===== src/rif_pkg.sv =====
package rif_pkg;

    // Default sizes of the formatter.
    localparam int VALUE_BITS_DEF  = 31;
    localparam int DIGIT_SLOTS_DEF = 32;

    // Fixed field widths.
    localparam int RADIX_W = 6;
    localparam int CHAR_W  = 7;

    typedef logic [RADIX_W-1:0] radix_t;
    typedef logic [CHAR_W-1:0]  char_t;

    // Radix limits and reset value.
    localparam radix_t RADIX_RESET = 6'd10;
    localparam radix_t RADIX_MIN   = 6'd2;
    localparam radix_t RADIX_MAX   = 6'd36;
    localparam radix_t DEC_DIGITS  = 6'd10;

    // Character codes.
    localparam char_t ASCII_ZERO = 7'd48;
    localparam char_t ASCII_UC_A = 7'd65;

    // Control from the sequencer to the digit store.
    typedef struct packed {
        logic wr_en;
        logic rd_en;
    } store_ctl_t;

    // Clamp the radix register into the legal range of bases.
    function automatic radix_t eff_radix(input radix_t r);
        radix_t res;
        if (r < RADIX_MIN) begin
            res = RADIX_MIN;
        end else if (r > RADIX_MAX) begin
            res = RADIX_MAX;
        end else begin
            res = r;
        end
        return res;
    endfunction

    // Map a digit value to its character.
    function automatic char_t to_ascii(input radix_t d);
        char_t res;
        if (d < DEC_DIGITS) begin
            res = ASCII_ZERO + char_t'(d);
        end else begin
            res = ASCII_UC_A + char_t'(d - DEC_DIGITS);
        end
        return res;
    endfunction

endpackage


===== src/rif_divider.sv =====
module rif_divider #(
    parameter int VALUE_BITS = rif_pkg::VALUE_BITS_DEF
) (
    input  logic                    aclk,
    input  logic                    aresetn,
    input  logic                    start,
    input  logic [VALUE_BITS-1:0]   dividend,
    input  rif_pkg::radix_t         divisor,
    output logic                    done,
    output logic [VALUE_BITS-1:0]   quotient,
    output rif_pkg::radix_t         remainder
);
    import rif_pkg::*;

    localparam int CW = (VALUE_BITS > 1) ? $clog2(VALUE_BITS) : 1;

    logic [VALUE_BITS-1:0] quo_reg, quo_next;
    radix_t                rem_reg, rem_next;
    radix_t                dvs_reg, dvs_next;
    logic [CW-1:0]         cnt_reg, cnt_next;
    logic                  busy_reg, busy_next;
    logic                  done_reg, done_next;
    logic [RADIX_W:0]      trial;
    logic                  fits;

    // One restoring step: bring down the next dividend bit and try a subtract.
    assign trial = {rem_reg, quo_reg[VALUE_BITS-1]};
    assign fits  = (trial >= {1'b0, dvs_reg});

    always_comb begin
        quo_next  = quo_reg;
        rem_next  = rem_reg;
        dvs_next  = dvs_reg;
        cnt_next  = cnt_reg;
        busy_next = busy_reg;
        done_next = 1'b0;
        if (start) begin
            quo_next  = dividend;
            rem_next  = '0;
            dvs_next  = divisor;
            cnt_next  = CW'(VALUE_BITS - 1);
            busy_next = 1'b1;
        end else if (busy_reg) begin
            quo_next = {quo_reg[VALUE_BITS-2:0], fits};
            if (fits) begin
                rem_next = RADIX_W'(trial - {1'b0, dvs_reg});
            end else begin
                rem_next = trial[RADIX_W-1:0];
            end
            cnt_next = cnt_reg - 1'b1;
            if (cnt_reg == '0) begin
                busy_next = 1'b0;
                done_next = 1'b1;
            end
        end
    end

    // Busy and done are reset; the datapath registers and the bit counter are not.
    always_ff @(posedge aclk) begin
        if (!aresetn) begin
            busy_reg <= 1'b0;
            done_reg <= 1'b0;
        end else begin
            busy_reg <= busy_next;
            done_reg <= done_next;
        end
    end

    always_ff @(posedge aclk) begin
        quo_reg <= quo_next;
        rem_reg <= rem_next;
        dvs_reg <= dvs_next;
        cnt_reg <= cnt_next;
    end

    assign done      = done_reg;
    assign quotient  = quo_reg;
    assign remainder = rem_reg;

endmodule


===== src/rif_digit_store.sv =====
module rif_digit_store #(
    parameter int DIGIT_SLOTS = rif_pkg::DIGIT_SLOTS_DEF
) (
    input  logic                           aclk,
    input  rif_pkg::store_ctl_t            ctl,
    input  logic [$clog2(DIGIT_SLOTS)-1:0] wr_addr,
    input  rif_pkg::radix_t                wr_data,
    input  logic [$clog2(DIGIT_SLOTS)-1:0] rd_addr,
    output rif_pkg::radix_t                rd_data
);
    import rif_pkg::*;

    radix_t mem [DIGIT_SLOTS];
    radix_t rd_data_reg;

    // One write port and one registered read port.
    always_ff @(posedge aclk) begin
        if (ctl.wr_en) begin
            mem[wr_addr] <= wr_data;
        end
        if (ctl.rd_en) begin
            rd_data_reg <= mem[rd_addr];
        end
    end

    assign rd_data = rd_data_reg;

endmodule


===== src/radix_integer_formatter.sv =====
// Channel  Direction  Handshake          Payload
// s_       in         s_valid/s_ready    s_value
// m_       out        m_valid/m_ready    m_digit_char, m_last_digit
// cfg_     in         cfg_we             cfg_wdata (radix)
//
// Each digit is produced by the bit-serial restoring divider, then read back
// from the digit store in reverse order, after all digits of the item are stored.
// Reset is synchronous and active low; the digit store needs no clearing.
// A stall on m_ready holds the output register and the emit sequence; the
// next item is taken while the last digit still waits in the output register.
module radix_integer_formatter #(
    parameter int VALUE_BITS  = rif_pkg::VALUE_BITS_DEF,
    parameter int DIGIT_SLOTS = rif_pkg::DIGIT_SLOTS_DEF
) (
    input  logic                  aclk,
    input  logic                  aresetn,
    input  logic                  cfg_we,
    input  rif_pkg::radix_t       cfg_wdata,
    input  logic                  s_valid,
    output logic                  s_ready,
    input  logic [VALUE_BITS-1:0] s_value,
    output logic                  m_valid,
    input  logic                  m_ready,
    output rif_pkg::char_t        m_digit_char,
    output logic                  m_last_digit
);
    import rif_pkg::*;

    localparam int IDX_W = $clog2(DIGIT_SLOTS);
    localparam int CNT_W = $clog2(DIGIT_SLOTS + 1);

    localparam logic [1:0] ST_IDLE = 2'd0;
    localparam logic [1:0] ST_DIV  = 2'd1;
    localparam logic [1:0] ST_RD   = 2'd2;
    localparam logic [1:0] ST_OUT  = 2'd3;

    logic [1:0]       state_reg, state_next;
    logic [CNT_W-1:0] cnt_reg, cnt_next;
    logic [CNT_W-1:0] cnt_inc, cnt_dec;
    radix_t           radix_reg;
    logic             out_valid_reg, out_valid_next;
    char_t            out_char_reg, out_char_next;
    logic             out_last_reg, out_last_next;
    logic             out_load;

    logic                  div_start;
    logic [VALUE_BITS-1:0] div_dividend;
    logic                  div_done;
    logic [VALUE_BITS-1:0] div_quotient;
    radix_t                div_remainder;
    store_ctl_t            store_ctl;
    radix_t                rd_data;

    assign cnt_inc = cnt_reg + 1'b1;
    assign cnt_dec = cnt_reg - 1'b1;

    // Radix register.
    always_ff @(posedge aclk) begin
        if (!aresetn) begin
            radix_reg <= RADIX_RESET;
        end else if (cfg_we) begin
            radix_reg <= cfg_wdata;
        end
    end

    rif_divider #(
        .VALUE_BITS(VALUE_BITS)
    ) u_divider (
        .aclk      (aclk),
        .aresetn   (aresetn),
        .start     (div_start),
        .dividend  (div_dividend),
        .divisor   (eff_radix(radix_reg)),
        .done      (div_done),
        .quotient  (div_quotient),
        .remainder (div_remainder)
    );

    rif_digit_store #(
        .DIGIT_SLOTS(DIGIT_SLOTS)
    ) u_store (
        .aclk    (aclk),
        .ctl     (store_ctl),
        .wr_addr (cnt_reg[IDX_W-1:0]),
        .wr_data (div_remainder),
        .rd_addr (cnt_dec[IDX_W-1:0]),
        .rd_data (rd_data)
    );

    // Sequencer: divide digit by digit, then read the digits back in reverse.
    always_comb begin
        state_next      = state_reg;
        cnt_next        = cnt_reg;
        div_start       = 1'b0;
        div_dividend    = s_value;
        store_ctl.wr_en = 1'b0;
        store_ctl.rd_en = 1'b0;
        out_load        = 1'b0;
        s_ready         = (state_reg == ST_IDLE);
        case (state_reg)
            ST_IDLE: begin
                if (s_valid) begin
                    div_start  = 1'b1;
                    cnt_next   = '0;
                    state_next = ST_DIV;
                end
            end
            ST_DIV: begin
                if (div_done) begin
                    store_ctl.wr_en = 1'b1;
                    cnt_next        = cnt_inc;
                    if ((|div_quotient) && (cnt_inc < CNT_W'(DIGIT_SLOTS))) begin
                        div_start    = 1'b1;
                        div_dividend = div_quotient;
                    end else begin
                        state_next = ST_RD;
                    end
                end
            end
            ST_RD: begin
                store_ctl.rd_en = 1'b1;
                state_next      = ST_OUT;
            end
            ST_OUT: begin
                if (!out_valid_reg || m_ready) begin
                    out_load = 1'b1;
                    cnt_next = cnt_dec;
                    if (cnt_reg == CNT_W'(1)) begin
                        state_next = ST_IDLE;
                    end else begin
                        state_next = ST_RD;
                    end
                end
            end
            default: begin
                state_next = ST_IDLE;
            end
        endcase
    end

    // Output register next values.
    always_comb begin
        out_char_next  = out_char_reg;
        out_last_next  = out_last_reg;
        out_valid_next = out_valid_reg;
        if (out_load) begin
            out_char_next  = to_ascii(rd_data);
            out_last_next  = (cnt_reg == CNT_W'(1));
            out_valid_next = 1'b1;
        end else if (m_ready) begin
            out_valid_next = 1'b0;
        end
    end

    always_ff @(posedge aclk) begin
        if (!aresetn) begin
            state_reg     <= ST_IDLE;
            cnt_reg       <= '0;
            out_valid_reg <= 1'b0;
        end else begin
            state_reg     <= state_next;
            cnt_reg       <= cnt_next;
            out_valid_reg <= out_valid_next;
        end
    end

    always_ff @(posedge aclk) begin
        out_char_reg <= out_char_next;
        out_last_reg <= out_last_next;
    end

    assign m_valid      = out_valid_reg;
    assign m_digit_char = out_char_reg;
    assign m_last_digit = out_last_reg;

endmodule


===== config.mk =====
export PLATFORM = sky130hd
export DESIGN_NAME = radix_integer_formatter
export DESIGN_NICKNAME = d
export VERILOG_FILES = /design/src/rif_pkg.sv /design/src/rif_divider.sv /design/src/rif_digit_store.sv /design/src/radix_integer_formatter.sv
export SDC_FILE = /design/constraint.sdc
export NUM_CORES = 1
export LEC_CHECK = 0
export BUFFER_PORTS_ARGS = -buffer_cell sky130_fd_sc_hd__buf_2
export CAP_MARGIN = 0
export CORE_MARGIN = 4
export CORE_UTILIZATION = 45
export CTS_CLUSTER_SIZE = 25
export DETAILED_ROUTE_END_ITERATION = 6
export SLEW_MARGIN = 20
export SYNTH_ARGS = -nofsm -noshare
export SYNTH_HDL_FRONTEND = slang
export SYNTH_SLANG_ARGS = --single-unit

===== constraint.sdc =====
create_clock -name aclk -period 4.9 [get_ports aclk]
set_input_delay 0.735 -clock aclk [delete_from_list [all_inputs] [get_ports aclk]]
set_output_delay 0.735 -clock aclk [all_outputs]
set_load 0.02 [all_outputs]

# Word-level counts from Yosys, hierarchy flattened
# Memories as Yosys holds them, arrays and structs flattened. A register that Yosys moved wholly into a read port is not among the register bits.
# Index checks and enable logic that the tools add are counted.
[totals]
word_cells = 86
register_bits = 73
ramBits = 192
memories = 1
in_bits = 42
output_inout_bits = 10
[memory_table]
columns = ["memory", "depth", "width", "read_ports", "rd_ports_with_merged_regs", "write_ports", "line", "rtl"]
rows = [
  ["u_store.mem", 32, 6, 1, 1, 1, "rif_digit_store.sv:13", "radix_t mem [DIGIT_SLOTS];"],
]
[op_classes]
n_eq_ne = 9
muxes = 35
add_sub_neg = 7
bitwise_logic = 2
order_cmp = 5
reduce_logical = 14
[ops]
columns = ["cell", "n"]
rows = [
  ["$mux 31", 5],
  ["$reduce_or 31->1", 1],
  ["$mux 6", 5],
  ["$pmux 6 s3", 1],
  ["$mux 1", 16],
  ["$mux 2", 5],
  ["$pmux 2 s4", 1],
  ["$reduce_and 4->1", 2],
  ["$add 6x6->7 const A", 1],
  ["$add 7x7->7 const A", 1],
  ["$ge 7x6->1", 1],
  ["$mux 7", 1],
  ["$sub 6x4->7 const B", 1],
  ["$add 6x1->6 const B", 1],
  ["$eq 6x1->1 const B", 1],
  ["$gt 6x6->1 const B", 1],
  ["$lt 6x2->1 const B", 1],
  ["$lt 6x4->1 const B", 1],
  ["$lt 6x6->1 const B", 1],
  ["$ne 2x2->1 const B", 3],
  ["$sub 6x1->6 const B", 1],
  ["$sub 6x6->6", 1],
  ["$logic_not 5->1", 1],
  ["$sub 5x1->5 const B", 1],
  ["15 further kinds", 18],
]

# Longest topological paths before layout
# Gate-level depths: netlist of the first run.
[logic_depth]
depth_word = 8
ltp_mapped = 10

# By module
# From an unflattened synthesis of the first run, not the netlist that was laid out.
[unflattened]
cells_unflattened = 698
area_unflattened_um2 = 11870.1
[by_module_without_submodules]
columns = ["mod", "instances", "area_per_inst_um2", "cells_per_inst", "seq_area_each_um2"]
rows = [
  ["rif_digit_store", 1, 7649.8, 323, 5945.7],
  ["rif_divider", 1, 2371.0, 177, 1371.3],
  ["radix_integer_formatter", 1, 1849.3, 198, 540.5],
]

# Least setup slack after synthesis of the first run
# No wires, ideal clock.
[synth_timing]
kind = "register -> register"
from = "reg cnt_reg[0]"
to = "reg u_store.rd_data_reg[0], in the netlist u_store.rd_data[0] (read register of u_store.mem), data pin"
arrival_ns = 2.602
path_buffers = 4
setup_time_ns = 0.272
required_time_ns = 4.628
period_less_slack_ns = 2.873
setup_slack_ns = 2.027
stages_incl_launch_ff = 11
path_cell_list = "dfxtp_1 -> buf_2 -> buf_1 -> inv_1 -> ha_1 -> clkbuf_1 -> clkbuf_1 -> mux4_2 -> mux2i_1 -> o22a_1 -> o221ai_1"
[synth_between]
elab_chain_cells = 1
[synth_lines]
columns = ["item", "line", "rtl"]
rows = [
  ["start, declared", "radix_integer_formatter.sv:38", "logic [CNT_W-1:0] cnt_reg, cnt_next;"],
  ["start signal, assigned", "radix_integer_formatter.sv:162", "cnt_reg <= cnt_next;"],
  ["$sub 6x1->6", "radix_integer_formatter.sv:55", "assign cnt_dec = cnt_reg - 1'b1;"],
  ["end, declared", "rif_digit_store.sv:14", "radix_t rd_data_reg;"],
]
# Every way passes these cells.
# A chain may end at the register's enable or synchronous reset.

# Worst setup path in the final report of the first run
[layout_timing]
from = "reg cnt_reg[2]"
to = "reg u_divider.quo_reg[30], in the netlist u_divider.quotient[30], data pin"
[layout_between]
elab_chain_cells = 7
[layout_lines]
columns = ["item", "line", "rtl"]
rows = [
  ["$add 6x1->6", "radix_integer_formatter.sv:54", "assign cnt_inc = cnt_reg + 1'b1;"],
  ["$lt 6x6->1", "radix_integer_formatter.sv:112", "if ((|div_quotient) && (cnt_inc < CNT_W'(DIGIT_SLOTS))) begin"],
  ["$logic_and 1x1->1", "radix_integer_formatter.sv:112", ""],
  ["$mux 1", "radix_integer_formatter.sv:112", ""],
  ["$mux 1", "radix_integer_formatter.sv:109", "if (div_done) begin"],
  ["$pmux 1 s2", "radix_integer_formatter.sv:100", "case (state_reg)"],
  ["$mux 31", "rif_divider.sv:37", "if (start) begin"],
  ["named net u_divider.quo_next[30]", "rif_divider.sv:17", "logic [VALUE_BITS-1:0] quo_reg, quo_next;"],
  ["end signal, assigned", "rif_divider.sv:70", "quo_reg <= quo_next;"],
  ["end, declared", "rif_divider.sv:17", ""],
]
# The timed path passes the listed nets, and every way through them passes these cells.

==> impl_metrics.csv, run 1 <==
group,metric,value,unit
sta,period_minus_slack,2.974,ns
sta,relSlewSlack,35.21,%
floorplanning,die_area,0.02860,mm^2
synthesis,netlist_instances,702,
cts,clkTransAtPathRegs,0.06,ns
setup_path,path_cells,"nand3_4 -> o21ai_1 -> o211ai_2 -> o21bai_4 -> buf_4 -> mux2_1",
finish,regMostFlops,"u_store.mem",
setup_path,critical_path.max_stage_delay,0.81,ns
sta,worstMarginPinSlew,0.9593,ns
synthesis,syn_area,0.01168,mm^2
setup_path,worst_setup_path_end_kind,"register",
synthesis,synth_flop_cell,"edfxtp_1",
finish,final_common_cell,"edfxtp_1",
cts,ctsResizeCount,0,
grt,antenna_found_initial,0,
floorplanning,fp.dieW,169.1,um
route,num_vias,6275,
synthesis,synth.net_count,761,
setup_path,cp_max_fo,21,
synthesis,syn-mean-instance-area,16.64,um^2
sta,final_hold_viol_count,0,
sta,rsz0062_at_grt,"false",
route,wl,24240,um
pwr,p_total,0.005590,W
placed_design,port_buffers,51,
route,drt_iter0_drc,661,
cts,htreeDepth,1,
cts,clock-root-buffer,"clkbuf_16",
placed_design,dp_hpwl,15880,um
synthesis,synth_cell_types,63,
finish,largest_reg_flops,192,
grt,grt.total_usage,17.13,%
cts,cts_sinks,271,
route,wl_per_cell,21.79,um
hold_path,hp-class,"in -> reg",
status,status,"complete, no violations",
sta,drv_slew,0,
route,drcViolationCount,0,
finish,area_delta_synth_final,13.30,%
cts,cts_max_path_buffers,3,
sta,setup_viol,0,
finish,register_area,0.007861,mm^2
synthesis,synthArstFlopShare,0,%
cts,worst_skew_pair.late_latency,0.54,ns
finish,drive_gt1_share,24.81,%
sta,fin_crit_sh,60.68,%
setup_path,cp-start-kind,"register",
finish,final_cell_mix,"edfxtp_1 (243), buf_2 (51), nor2_1 (49)",
pwr,power_density,422.3,mW/mm^2
placed_design,dp.cells,1060,
placed_design,place.gp.congestion,0.8299,
cts,tritoncts,"done",
finish,nNetsFinal,820,
cts,post-cts-setup-buffers,0,
grt,grt-ovfl-total,0,
route,detail-route-antenna-nets,0,
setup_path,path_class,"reg -> reg",
grt,grt_pass1_vias,6708,
synthesis,synth_edf_count,243,
setup_path,crit_required,5.19,ns
setup_path,crit_arrival,3.26,ns
flow_run,cap_viol_max_count,0,
floorplanning,die_y,169.1,um
synthesis,synth-seq-cells,271,
finish,antenna_cells,0,
setup_path,r2r_cells,6,
cts,cts_made_buffers,29,
grt,grt_max_degree,43,
route,viasPerCell,5.643,
sta,clock_skew,0.009584,ns
grt,grt_pass1_wl,38420,um
sta,hold_slack,0.4294,ns
finish,fin_cells,1112,
floorplanning,rows,58,
route,drtPass1Iterations,5,
sta,fin_setup_tns,0,ns
pwr,peakVddDrop,238.4,uV
synthesis,yosysWarnings,0,
floorplanning,start_util,46.13,%
hold_path,min_delay_path_depth,3,
setup_path,slowest_stage,"dfxtp_1",
sta,max_freq,0.3363,GHz
floorplanning,core_area,0.02533,mm^2
finish,fill_cells,2049,
floorplanning,ioPinCount,52,
cts,cts-hold-fix-buffers,0,
pwr,p_leak,4.586,nW
synthesis,seq_area_frac_synth,67.26,%
finish,multiInputGateArea,0.003596,mm^2
==> metrics by stage <==
stage               cell area (um^2)  setup WS (ns)  util, %
detailed placement             12280          1.670    48.50
CTS                            13230          1.658    52.22
finish                         13240          1.926    52.26
global route                   13240          1.650    52.26
global placement               12280          1.716    48.50
floorplan                      11680          2.027        -
==> where the power goes <==
part / internal (W) / switching (W) / total, W
combinational: 0.000274 / 0.000375 / 0.000649
sequential: 0.00271 / 0.0000736 / 0.00278
clock: 0.00127 / 0.000888 / 0.00216
==> path summary, 6_finish.rpt <==
kind | startpoint | to | slack (ns)
worst max-delay path | cnt_reg[2] | u_divider.quotient[30] | 1.93
worst min-delay path | cfg_wdata[1] | radix_reg[1] | 0.43
worst max register to register | cnt_reg[2] | u_divider.quotient[30] | 1.93
worst min register to register | u_divider.cnt_reg[4] | u_divider.cnt_reg[4] | 0.53
==> metal layers <==
| layer | up-vias | global-route usage [%] | share of wire [%] |
|---|---|---|---|
| li1 | 2873 | - | - |
| met4 | 0 | 4.200 | 2.4 |
| met5 | - | 0 | 0 |
| met2 | 170 | 29.55 | 51 |
| met3 | 41 | 2.732 | 5.1 |
| met1 | 3191 | 22.97 | 42 |
==> cell usage after synthesis, types with 2 or more instances <==
library cell  count  area share (%)
ha_1             16             1.7
xnor2_1          10            0.75
and2_1            3            0.16
nor4_1            7            0.37
o22ai_1           2            0.11
inv_1            21            0.67
nand2b_1         13            0.70
o22a_1            7            0.52
xor2_1            4            0.30
nor2b_1          13            0.70
clkbuf_1         19            0.61
o221ai_1          8            0.60
mux2i_1          36             3.1
nor4b_1           2            0.15
a21oi_1          14            0.60
nand2_1          26            0.84
a31oi_1           6            0.32
nor2_1           49             1.6
o21ai_0          13            0.56
mux4_2           48             9.3
nand4_1           3            0.16
a211oi_1          4            0.26
nand3b_1          4            0.26
nor3_1            8            0.34
or3_1             3            0.16
or3b_2            4            0.30
a21boi_0          2            0.13
nand3_1           7            0.30
buf_6             5            0.48
dfxtp_1          28             4.8
buf_2             7            0.30
mux2_1            5            0.48
buf_1             3           0.096
a311oi_1          2            0.15
o21ai_1           3            0.13
edfxtp_1        243              62
mux2_4           25             3.2
nor3b_1           4            0.26
==> worst max-delay path: cells and delay by family (launching register included) <==
family                 cells  cell delay, ns
flip-flops                 1            0.81
multiplexers               1            0.36
AO/OA/AOI/OAI              3            0.91
buffers and inverters      1            0.41
AND/OR/NAND/NOR            1            0.20
==> layout make-up <==
class                   count  share of cell area [%]
inverters                  21                  0.5955
multi-input cells         375                   27.17
repair buffers             63                   2.609
clock inverters            17                   1.314
well taps                 330                   3.119
clock buffers              35                   5.804
flip-flops and latches    271                   59.39
==> cells by family (layout without fill, tap and decap cells) <==
group,after synthesis,in the layout,synth area share [%]
xor+xnor,15,15,1.189
simple gates,151,151,6.683
fa+ha+maj,18,18,1.971
mux,114,114,16.03
compound gates,77,77,4.638
flops,271,271,67.26
buf+inv,56,136,2.228
Power figures use the tool's default switching activity.
==> run 2, diff against run 1 <==
--- a/config.mk
+++ b/config.mk
@@ -5,6 +5,7 @@
 export SDC_FILE = /design/constraint.sdc
 export NUM_CORES = 1
 export LEC_CHECK = 0
+export ABC_AREA = 1
 export BUFFER_PORTS_ARGS = -buffer_cell sky130_fd_sc_hd__buf_2
 export CAP_MARGIN = 0
 export CORE_MARGIN = 4
==> constraint.sdc (replaced) <==
create_clock -name aclk -period 3.08 [get_ports aclk]
set_input_delay 0.462 -clock aclk [delete_from_list [all_inputs] [get_ports aclk]]
set_output_delay 0.462 -clock aclk [all_outputs]
set_load 0.02 [all_outputs]
==> run 2 against run 1 <==
Total power grew 120%. Global-route usage grew 1.8 points. Utilization shrank 1.0 points. Critical path depth shrank 2. Sequential power grew 81%. Largest cell class unchanged.
==> impl_metrics.csv, run 2 <==
group,metric,value,unit
floorplanning,fp.dieW,170.7,um
synthesis,synthArstFlopShare,0,%
placed_design,dp_hpwl,17410,um
synthesis,synth-seq-cells,271,
cts,tritoncts,"done",
floorplanning,start_util,45.70,%
setup_path,worst_setup_path_end_kind,"register",
pwr,power_density,936.7,mW/mm^2
synthesis,synth-adder-area-share,1.849,%
synthesis,yosysTopAreaCellShare,61.27,%
grt,grt_max_degree,64,
synthesis,yosys.area_share.simple,15.40,%
setup_path,slowest_stage,"nor2_1",
grt,grt-ovfl-total,0,
finish,drive_gt1_share,10.85,%
route,drt_iter0_drc,633,
synthesis,synth.net_count,1164,
pwr,p_seq_share,40.1,%
route,wl,27640,um
pwr,power_frac_comb,33.9,%
cts,cts_max_path_buffers,3,
grt,grt_busiest_layer,"met2",
finish,area_delta_synth_final,12.11,%
synthesis,synth_cell_types,40,
floorplanning,die_area,0.02913,mm^2
sta,hold_slack,0.1526,ns
synthesis,yosysMostFrequentCell,"edfxtp_1",
synthesis,synth_compound_area_share,10.60,%
setup_path,path_class,"reg -> reg",
sta,worstMarginPinSlew,0.8834,ns
sta,final_hold_viol_count,0,
pwr,switchingPower,0.004528,W
pwr,p_leak,4.969,nW
cts,clock-root-buffer,"clkbuf_16",
synthesis,syn-mean-instance-area,10.78,um^2
synthesis,yosys.area.top_type,"edfxtp_1",
setup_path,crit_required,3.25,ns
route,viasPerCell,5.349,
sta,rsz0062_at_grt,"false",
setup_path,path_cells,"buf_4 -> ha_1 -> nand2_1 -> nor2_1",
synthesis,synth_flop_cell,"edfxtp_1",
sta,drv_slew,0,
synthesis,netlist_instances,1105,
sta,setup_viol,0,
floorplanning,core_area,0.02606,mm^2
grt,met3_usage,3.235,%
setup_path,critPathTopFamily,"simple AND/OR/NAND/NOR gates",
synthesis,synth_edf_count,243,
floorplanning,ioPinCount,52,
grt,use_met2,31.19,%
sta,postLayoutSetupSlackWorst,0.5914,ns
route,drtPass1Iterations,5,
floorplanning,die_y,170.7,um
finish,regMostFlops,"u_store.mem",
synthesis,yosysWarnings,0,
finish,antenna_cells,0,
sta,period_minus_slack,2.489,ns
placed_design,place.gp.congestion,0.8658,
setup_path,path_buf_inv,1,
route,drcViolationCount,0,
sta,fin_setup_tns,0,ns
placed_design,dpl_cell_area,0.01247,mm^2
setup_path,crit_arrival,2.66,ns
sta,max_freq,0.4018,GHz
pwr,p_int,0.007979,W
cts,htreeDepth,1,
setup_path,cp_max_fo,63,
synthesis,seq_area_frac_synth,65.98,%
synthesis,synth_top_family_by_area,"simple AND/OR/NAND/NOR gates",
synthesis,syn_area,0.01191,mm^2
route,wl_per_cell,18.24,um
finish,fin_area,0.01335,mm^2
grt,antenna_found_initial,0,
setup_path,cp-start-kind,"register",
setup_path,rrSetupSlack,0.59,ns
placed_design,dp_slack,0.5724,ns
pwr,peakVddDrop,562.7,uV
route,num_vias,8104,
sta,fin_crit_sh,80.80,%
flow_run,cap_viol_max_count,0,
placed_design,port_buffers,51,
synthesis,synth_area_leaders,"edfxtp_1 (61%), nor2_1 (6.7%), o21ai_0 (5.6%)",
grt,grt_pass1_vias,7890,
cts,cts-hold-fix-buffers,0,
route,detail-route-antenna-nets,0,
sta,clock_skew,0.01044,ns
pwr,clkPwrFrac,26.0,%
setup_path,critical_path.max_stage_delay,0.65,ns
finish,largest_reg_flops,192,
grt,grt_pass1_wl,43290,um
cts,clkTransAtPathRegs,0.06,ns
finish,final_common_cell,"edfxtp_1",
cts,cts_sinks,271,
finish,fill_cells,2332,
cts,worst_skew_pair.late_latency,0.54,ns
synthesis,yosys-mux-area-fraction,0,%
sta,relSlewSlack,40.89,%
cts,ctsResizeCount,0,
cts,cts_made_buffers,29,
synthesis,synth_xor_area_share,0.9456,%
status,status,"complete, no violations",
cts,post-cts-setup-buffers,0,
grt,grt_use_met1,26.11,%
finish,final_cell_mix,"edfxtp_1 (243), nor2_1 (214), nand2_1 (155)",
synthesis,synth_common_cells,"edfxtp_1 (243), nor2_1 (214), nand2_1 (155)",
hold_path,hp-class,"in -> reg",
pwr,switching_share,36.20,%
grt,grt.total_usage,18.92,%
floorplanning,rows,59,
finish,nNetsFinal,1218,
-- run 2: changes by cell type after synthesis, sizes merged, moves of 18 or more --
cell    before  now
buf         16   34
inv         21   87
mux2        30    0
mux2i       36    0
mux4        48    0
nand2       26  157
nand3        8   59
nor2        49  216
o211ai       2   49
o21ai       16  148
-- run 2: layout make-up --
type                       instances  area, um^2  share of cell area (%)
clock buffer                      38       759.5                   5.688
tap                              335       419.2                   3.139
timing repair buffer              73       432.9                   3.242
multi-input combinational        697        3432                   25.71
sequential                       271        7859                   58.86
clock inverter                    14       120.1                  0.8996
inverter                          87       329.1                   2.465
-- run 2: final timing paths --
path	startpoint	to	depth (start not counted)
worst min-delay path	cfg_wdata[1]	radix_reg[1]	3
worst max register to register	cnt_reg[0]	u_store.mem[17][2]	4
worst min register to register	radix_reg[5]	u_divider.dvs_reg[5]	0
worst max-delay path	cnt_reg[0]	u_store.mem[17][2]	4
-- run 2: tightest hold or removal path, delay by kind of cell --
kind                   cells  cell delay (ns)
AOI/OAI and AO/OA          2             0.12
buffers and inverters      1             0.07
-- run 2: power groups by stage --
stage	Sequential (W)	Combinational [W]	Clock, W
3_5_place_dp	0.00510	0.00422	0
3_3_place_gp	0.00508	0.00419	0
4_1_cts	0.00502	0.00424	0.00332
2_1_floorplan	0.00518	0.00280	0
5_1_grt	0.00505	0.00476	0.00348
6_report	0.00502	0.00424	0.00325
-- run 2: layer usage --
metal / routed length, um / vias to the layer above / part of all wire [%]
li1: - / 3934 / -
met1: 12230 / 3876 / 44
met2: 13160 / 242 / 48
met3: 1464 / 52 / 5.3
met4: 789 / 0 / 2.9
met5: 0 / - / 0
-- run 2: stage by stage --
step	power, W	std cells	util (%)
detailed placement	0.009314	1463	47.86
floorplan	0.007986	1105	-
CTS	0.01259	1515	51.24
global route	0.01330	1515	51.24
global placement	0.009275	1463	47.86
finish	0.01251	1515	51.24
-- run 2: kinds of logic after synthesis --
logic type,Yosys count
adders and majority gates,17
buffers and inverters,137
xor gates and xnor gates,9
DFF,271
AOI/OAI and AO/OA,224
and+or+nand+nor,447
==> run 3, diff against run 2 <==
--- a/config.mk
+++ b/config.mk
@@ -5,7 +5,7 @@
 export SDC_FILE = /design/constraint.sdc
 export NUM_CORES = 1
 export LEC_CHECK = 0
-export ABC_AREA = 1
+export ABC_AREA = 0
 export BUFFER_PORTS_ARGS = -buffer_cell sky130_fd_sc_hd__buf_2
 export CAP_MARGIN = 0
 export CORE_MARGIN = 4
==> constraint.sdc (replaced) <==
create_clock -name aclk -period 2.5 [get_ports aclk]
set_input_delay 0.375 -clock aclk [delete_from_list [all_inputs] [get_ports aclk]]
set_output_delay 0.375 -clock aclk [all_outputs]
set_load 0.02 [all_outputs]
==> run 3 against run 2 <==
Setup slack worse by 0.44 ns. Non-clock buffer count up 28. First-iteration DRC count fell by 35%. Final cell count fell by 24%. Sequential power grew 7.6%. Total power decreased by 11%. Via count decreased by 21%. Combinational power shrank 67%. Largest power group unchanged. Highest routed layer unchanged.
==> impl_metrics.csv, run 3 (synthesis gave the netlist of run 1 again) <==
group,metric,value,unit
status,status,"complete, no violations",
grt,grt_pass1_wl,38200,um
pwr,peakVddDrop,604.2,uV
route,wl,24010,um
route,viasPerCell,5.589,
sta,setup_viol,0,
pwr,p_total,0.01114,W
finish,drive_gt1_share,28.29,%
finish,regMostFlops,"u_store.mem",
hold_path,hp-class,"in -> reg",
cts,cts_sinks,271,
grt,grt-ovfl-total,0,
setup_path,timing.rr.start,"cnt_reg[0]",
pwr,switching_share,23.16,%
pwr,p_int,0.008560,W
sta,period_minus_slack,2.347,ns
grt,grt.total_usage,16.93,%
setup_path,critPathLaunch,"cnt_reg[0]",
cts,post-cts-setup-buffers,0,
pwr,power_frac_comb,12.5,%
grt,grt_use_met1,22.61,%
cts,htreeDepth,1,
sta,clock_skew,0.02080,ns
sta,final_hold_viol_count,0,
route,drt_iter0_drc,413,
grt,use_met2,29.10,%
setup_path,critical_path.max_stage_delay,0.41,ns
flow_run,cap_viol_max_count,0,
floorplanning,die_y,169.1,um
sta,fin_crit_sh,93.90,%
pwr,clkPwrFrac,39.0,%
setup_path,cp_max_fo,37,
setup_path,crit_arrival,2.63,ns
grt,grt_busiest_layer,"met2",
cts,cts-hold-fix-buffers,0,
grt,grt_max_degree,38,
grt,antenna_found_initial,0,
setup_path,path_buf_inv,2,
floorplanning,ioPinCount,52,
pwr,switchingPower,0.002580,W
finish,nNetsFinal,857,
placed_design,port_buffers,51,
route,num_vias,6427,
setup_path,slowest_stage,"ha_2",
sta,rsz0062_at_grt,"false",
finish,area_delta_synth_final,16.58,%
sta,drv_slew,0,
grt,met3_usage,2.849,%
sta,fin_setup_tns,0,ns
hold_path,hp-start,"cfg_wdata[3]",
sta,worstMarginPinSlew,0.9381,ns
floorplanning,fp.dieW,169.1,um
placed_design,place.gp.congestion,0.8246,
route,drcViolationCount,0,
route,drtPass1Iterations,5,
cts,clock-root-buffer,"clkbuf_16",
sta,relSlewSlack,37.23,%
placed_design,dp_hpwl,15920,um
pwr,p_seq_share,48.5,%
floorplanning,rows,58,
setup_path,path_class,"reg -> reg",
cts,ctsResizeCount,0,
cts,tritoncts,"done",
cts,clkTransAtPathRegs,0.06,ns
pwr,power_density,817.9,mW/mm^2
route,detail-route-antenna-nets,0,
sta,max_freq,0.4260,GHz
setup_path,path_cells,"inv_1 -> ha_2 -> buf_12 -> mux4_2 -> mux2i_1 -> o22a_1 -> o221ai_1",
finish,final_cell_mix,"edfxtp_1 (243), buf_2 (51), nor2_1 (49)",
setup_path,crit_required,2.78,ns
cts,worst_skew_pair.late_latency,0.55,ns
cts,cts_made_buffers,28,
floorplanning,start_util,46.13,%
finish,antenna_cells,0,
setup_path,cp-start-kind,"register",
finish,largest_reg_flops,192,
route,wl_per_cell,20.88,um
floorplanning,core_area,0.02533,mm^2
floorplanning,die_area,0.02860,mm^2
finish,final_common_cell,"edfxtp_1",
setup_path,worst_setup_path_end_kind,"register",
cts,cts_max_path_buffers,3,
pwr,p_leak,4.822,nW
setup_path,critPathTopFamily,"multiplexers",
sta,hold_slack,0.05721,ns
grt,grt_pass1_vias,6851,
run 3: cell count changes in the layout (fill, tap and decap cells not counted), sizes merged, moves of 9 or more:
cell    before  now
buf         73  101
clkbuf      38   29
inv         88   21
mux2         0   30
mux2i        0   36
mux4         0   48
nand2      157   26
nand2b       0   13
nand3       59    8
nor2       216   49
nor2b        0   13
o211ai      49    2
o21ai      148   16
run 3: area by class of cell:
class / instances / area (um^2)
multi-input combinational: 375 / 3586
clock buffer: 29 / 704.4
clock inverter: 23 / 270.3
fill: 1992 / 11710
inverter: 21 / 78.83
timing repair buffer: 101 / 705.7
sequential: 271 / 7861
tap: 330 / 412.9
run 3: layer usage:
metal  wire length (um)  vias to the layer above  part of all wire [%]
li1                   -                     2949                     -
met1              10240                     3290                    43
met2              12120                      151                    50
met3               1078                       37                   4.5
met4                565                        0                   2.4
met5                  0                        -                     0
run 3: path summary, 6_finish.rpt:
check | cells after the start | to | slack (ns)
worst max-delay path | 7 | u_store.rd_data[2] | 0.15
worst min-delay path | 3 | radix_reg[3] | 0.06
worst max register to register | 7 | u_store.rd_data[2] | 0.15
worst min register to register | 2 | u_divider.cnt_reg[1] | 0.53
run 3: through the flow:
step | utilization (%) | instance area, um^2 | setup WS (ns) | std cells
final | 53.77 | 13620 | 0.1526 | 1150
after global routing | 53.77 | 13620 | 0.02930 | 1150
after CTS | 53.77 | 13620 | 0.1079 | 1150
after detailed placement | 49.93 | 12640 | 0.1523 | 1098
after global placement | 49.93 | 12640 | 0.1754 | 1098
after floorplan | - | 11690 | 0.01516 | 702
run 3: worst register-to-register path, delay by kind of cell, from the launching register on:
| kind | cells | cell delay (ns) |
|---|---|---|
| multiplexers | 2 | 0.60 |
| flip-flops | 1 | 0.40 |
| AO/OA/AOI/OAI | 2 | 0.30 |
| buffers and inverters | 2 | 0.37 |
| adder cells (fa/ha/maj) | 1 | 0.41 |
run 3: power groups by stage:
| stage | logic, W | clock network, W | registers, W |
|---|---|---|---|
| CTS | 0.00141 | 0.00446 | 0.00540 |
| detailed placement | 0.00141 | 0 | 0.00550 |
| global placement | 0.00135 | 0 | 0.00549 |
| global route | 0.00153 | 0.00464 | 0.00542 |
| floorplan | 0.000825 | 0 | 0.00558 |
| finish | 0.00139 | 0.00435 | 0.00540 |
